`config.mk`:
```
export PLATFORM = sky130hd
export DESIGN_NAME = lps_alu
export DESIGN_NICKNAME = d
export VERILOG_FILES = /design/src/sv/largest_prime_sieve_core_defines.svh /design/src/sv/lps_pkg.sv /design/src/sv/lps_alu.sv
export SDC_FILE = /design/constraint.sdc
export NUM_CORES = 1
export LEC_CHECK = 0
export ABC_CLOCK_PERIOD_IN_PS = 7000
export BUFFER_PORTS_ARGS = -buffer_cell sky130_fd_sc_hd__buf_2
export CORE_MARGIN = 2
export CORE_UTILIZATION = 47
export DETAILED_ROUTE_END_ITERATION = 8
export PLACE_DENSITY = 0.83
export SYNTH_ARGS = -nofsm -noshare
export SYNTH_HDL_FRONTEND = slang
export SYNTH_SLANG_ARGS = --single-unit
```
`constraint.sdc`:
```
create_clock -name vclk -period 7
set_clock_uncertainty 0.15 [all_clocks]
set_input_delay 0 -clock vclk [all_inputs]
set_output_delay 0 -clock vclk [all_outputs]
set_load 0.01 [all_outputs]
```
`src/sv/largest_prime_sieve_core_defines.svh`:
```
// assertion helpers shared by the sieve core
`ifndef LARGEST_PRIME_SIEVE_CORE_DEFINES_SVH
`define LARGEST_PRIME_SIEVE_CORE_DEFINES_SVH

// concurrent check on a given clock and active-low reset
`define LPS_ASSERT_CR(lbl, clk, rst_n, prop, msg) \
    lbl: assert property (@(posedge clk) disable iff (!rst_n) prop) else $error(msg);

// concurrent check on the core clock and reset
`define LPS_ASSERT(lbl, prop, msg) `LPS_ASSERT_CR(lbl, i_clk, i_rst_n, prop, msg)

`endif

```
`src/sv/lps_pkg.sv`:
```
`default_nettype none

package lps_pkg;

    // field and working widths
    localparam int QUERY_W   = 16;
    localparam int SQ_W      = 17;
    localparam int X_W       = 9;
    localparam int INC_W     = 11;
    localparam int IDX_MIN_W = 17;

    // divisor walk start values: x = 3, x*x = 9, step to next square 4x+4 = 16
    localparam int FIRST_DIV = 3;
    localparam int FIRST_SQ  = 9;
    localparam int FIRST_INC = 16;
    localparam int DIV_STEP  = 2;
    localparam int INC_STEP  = 8;

    // the only even prime
    localparam int SMALLEST_PRIME = 2;

    // second operand choice of the shared adder
    typedef enum logic [2:0] {
        B_ONE,
        B_NEG_ONE,
        B_NEG_THREE,
        B_THREE,
        B_VAR
    } t_b_sel;

endpackage

`default_nettype wire

```
`src/sv/lps_alu.sv`:
```
`default_nettype none

module lps_alu
    import lps_pkg::*;
#(
    parameter int W = 17
) (
    input  wire logic   [W-1:0] i_a,
    input  wire t_b_sel         i_b_sel,
    input  wire logic   [W-1:0] i_b_var,
    input  wire logic   [W-1:0] i_c,
    output logic        [W-1:0] o_sum,
    output logic                o_less
);

    logic [W-1:0] w_b;

    // second operand select
    always_comb begin
        case (i_b_sel)
            B_ONE:       w_b = W'(1);
            B_NEG_ONE:   w_b = {W{1'b1}};
            B_NEG_THREE: w_b = ~W'(2);
            B_THREE:     w_b = W'(3);
            B_VAR:       w_b = i_b_var;
            default:     w_b = '0;
        endcase
    end

    // one adder and one magnitude compare
    assign o_sum  = i_a + w_b;
    assign o_less = (i_a < i_c);

endmodule

`default_nettype wire
```
==> results_tabular.tex <==
\begin{tabular}{lr}
\hline
Metric & Value \\
\hline
\multicolumn{2}{l}{\textbf{Cells and area}} \\
Clk\_buf instances & 0 \\
Net count reported at finish & 332 \\
Area growth from synthesis to final layout & 27.9\% \\
Number of flip-flops and latches & 0 \\
Antenna diode count & 0 \\
Ratio of cells with drive above 1 in the final layout & 0.333 \\
FF/Latch Area & 0 um2 \\
\multicolumn{2}{l}{\textbf{Synth}} \\
Share of the synthesized netlist area taken by xor and xnor gates & 0.0973 \\
Simple-gate share of the synthesized area & 0.118 \\
Number of nets in the synthesized netlist & 262 \\
Count of distinct cell types in the synthesized netlist & 42 \\
Post-Synth Adder-Cell Area & 0.311 \\
Largest family of logic cells by synthesized area & compound AO/OA/AOI/OAI gates \\
Gate Count Post-Synth & 175 \\
Cell area after synthesis & 0.00135 mm2 \\
Multiplexer share of the synthesized area & 0 \\
Mean post-synth cell area & 7.71 um2 \\
Fraction of the yosys area taken by sequential cells & 0 \\
Synthesis warning total & 0 \\
Fraction of the mapped netlist area in compound gates & 0.404 \\
\multicolumn{2}{l}{\textbf{Route}} \\
1st-iter DRT viols & 74 \\
Routed length per placed instance & 14.2 um \\
First-pass detailed-route iteration total & 4 \\
Aggregate routed wire length & 3.90 mm \\
Via density per instance & 5.89 \\
Overall via count from detail\_route & 1614 \\
Antenna Violating Nets Remaining & 0 \\
Drt drc & 0 \\
\multicolumn{2}{l}{\textbf{Timing}} \\
Relative slew margins & 0.321 \\
Setup repair after global routing missed its margin & no \\
Hold\_ws & 0.173 ns \\
Slew @ Worst Pin & 1.01 ns \\
Total Negative Setup Slacks & 0 ns \\
Final Critical Period & 2.89 ns \\
Max Fclk & 0.346 GHz \\
Final period util & 0.412 \\
Max-slew violations & 0 \\
Final Setup Violations & 0 \\
Hold Vio Cnt, Final & 0 \\
\multicolumn{2}{l}{\textbf{Worst setup path}} \\
Required @ worst endpoint & 6.85 ns \\
Buf/Inv on CP & 2 \\
Library cell contributing the largest single delay on the critical path & sky130\_fd\_sc\_hd\_\_nor2\_1 \\
CP Max Fanout & 15 \\
Arrival time of the worst setup path & 2.74 ns \\
Crit-path leading delay family & simple AND/OR/NAND/NOR gates \\
Critical Path Max Stage Delay & 0.76 ns \\
Series of cell instances along the critical path & buf\_2, xnor2\_1, nor2\_1, a21o\_1, ha\_1, and3\_4, a221oi\_2, o21ai\_2, a221oi\_2, xnor2\_1, buf\_2 \\
CP Class & input pin to output port \\
Type of element launching the critical path & input pin \\
Endpoint type of the worst setup path & output port \\
\multicolumn{2}{l}{\textbf{Die}} \\
Width of the chip & 57.6 um \\
Cell row count & 19 \\
Placeable core region & 0.00273 mm2 \\
Number of top-level design ports & 72 \\
Starting density of the core & 0.494 \\
Die outline height & 57.6 um \\
Overall die area & 0.00332 mm2 \\
\multicolumn{2}{l}{\textbf{Place}} \\
Final weighted congestion of routability-driven global placement & 0.818 \\
\# port buffers & 72 \\
DPL Wire Length & 3.42 mm \\
\multicolumn{2}{l}{\textbf{Clock tree}} \\
PostCTS Resize Cnt & 0 \\
Buffers inserted during post-CTS setup optimization & 0 \\
CTS Hold Buffers Added & 0 \\
\multicolumn{2}{l}{\textbf{GRT}} \\
Number of global-route vias before repair & 1514 \\
Total routing usage reported by global routing & 0.228 \\
Number of antenna violations at the first check in global routing & 0 \\
Wire length of the first global-routing pass & 6.20 mm \\
Grt ovf & 0 \\
Maximum number of pins on one net before global-route repair & 16 \\
\multicolumn{2}{l}{\textbf{Power}} \\
Static Leak & 1.07 nW \\
Maximum vdd ir drop & 68.3 uV \\
Pwr Density & 111 mW/mm2 \\
\multicolumn{2}{l}{\textbf{Run}} \\
\# Max-Cap Violations & 0 \\
\multicolumn{2}{l}{\textbf{Worst hold path}} \\
Hold/Removal Path Class & input pin to output port \\
\multicolumn{2}{l}{\textbf{Outcome}} \\
Result of the run & completed \\
\hline
\end{tabular}
[layout by cell type (no fill, tap or decap), types with 3 or more instances in the layout]
cell and count:
sky130_fd_sc_hd__a211oi_1 3, sky130_fd_sc_hd__a21o_1 24, sky130_fd_sc_hd__a21oi_1 16, sky130_fd_sc_hd__a31oi_1 3, sky130_fd_sc_hd__buf_2 72, sky130_fd_sc_hd__ha_1 32
sky130_fd_sc_hd__inv_1 19, sky130_fd_sc_hd__nand2_1 4, sky130_fd_sc_hd__nand3_1 3, sky130_fd_sc_hd__nand4_1 4, sky130_fd_sc_hd__nor2_1 6, sky130_fd_sc_hd__o211ai_1 3
sky130_fd_sc_hd__o21ai_0 6, sky130_fd_sc_hd__o21bai_1 4, sky130_fd_sc_hd__xnor2_1 9, sky130_fd_sc_hd__xor2_1 6
[tightest hold or removal path: cells and delay by family]
| kind | cells | cell delay, ns |
|---|---|---|
| fa+ha+maj | 1 | 0.12 |
| buf+inv | 2 | 0.21 |
[synth_stat cells, types with 2 or more instances]
master / count / area [um2]
sky130_fd_sc_hd__a21o_1: 24 / 180
sky130_fd_sc_hd__o211ai_1: 3 / 22.5
sky130_fd_sc_hd__clkbuf_1: 3 / 11.3
sky130_fd_sc_hd__a31oi_1: 3 / 18.8
sky130_fd_sc_hd__nand3_1: 3 / 15.0
sky130_fd_sc_hd__nor3_1: 2 / 10.0
sky130_fd_sc_hd__inv_1: 19 / 71.3
sky130_fd_sc_hd__o21ai_0: 6 / 30.0
sky130_fd_sc_hd__nand4_1: 4 / 25.0
sky130_fd_sc_hd__o21bai_1: 4 / 30.0
sky130_fd_sc_hd__xor2_1: 6 / 52.6
sky130_fd_sc_hd__nand2_1: 4 / 15.0
sky130_fd_sc_hd__nor2_1: 6 / 22.5
sky130_fd_sc_hd__a221oi_2: 2 / 30.0
sky130_fd_sc_hd__o21a_1: 2 / 15.0
sky130_fd_sc_hd__a21oi_1: 16 / 80.1
sky130_fd_sc_hd__ha_1: 32 / 400
sky130_fd_sc_hd__xnor2_1: 9 / 78.8
sky130_fd_sc_hd__a211oi_1: 3 / 22.5
sky130_fd_sc_hd__or2_2: 2 / 12.5
[routing by layer]
metal / GRT usage / share of wire / wire (um)
met4: 0.0432 / 0.014 / 55
met5: 0 / 0 / 0
met1: 0.296 / 0.43 / 1670
met3: 0.0113 / 0.047 / 184
met2: 0.416 / 0.51 / 1990
[power breakdown]
part | total, W | switching [W] | internal [W]
clock | 0 | 0 | 0
sequential | 0 | 0 | 0
combinational | 0.000192 | 0.000102 | 0.0000899
total | 0.000192 | 0.000102 | 0.0000899
[metrics by stage]
stage                     instance area, um2  std cells  total power (W)  utilization  setup WS [ns]
after detailed placement                1730        274         0.000190        0.632           4.15
final                                   1730        274         0.000192        0.632           4.11
after global placement                  1730        274         0.000185        0.632           4.25
after CTS                               1730        274         0.000191        0.632           4.14
after global routing                    1730        274         0.000210        0.632           3.90
after floorplan                         1350        175         0.000128            -           4.61
[cells by family after synthesis]
group / count (synthesis)
AND/OR/NAND/NOR: 29
adder cells (fa/ha/maj): 33
XOR/XNOR: 15
AO/OA/AOI/OAI: 75
buffers and inverters: 23
[layout make-up]
| class | instances | area [um2] |
|---|---|---|
| inverter | 19 | 71.3 |
| fill | 271 | 1010 |
| multi-input combinational | 152 | 1260 |
| timing repair buffer | 72 | 360 |
| tap | 31 | 38.8 |
[path summary, 6_finish.rpt]
kind	from	to	slack [ns]	cells after the start
worst min-delay path	i_a[0]	o_sum[0]	0.17	3
worst max-delay path	i_b_sel[0]	o_sum[15]	4.11	11
No activity file was read; power rests on OpenSTA's default activity.
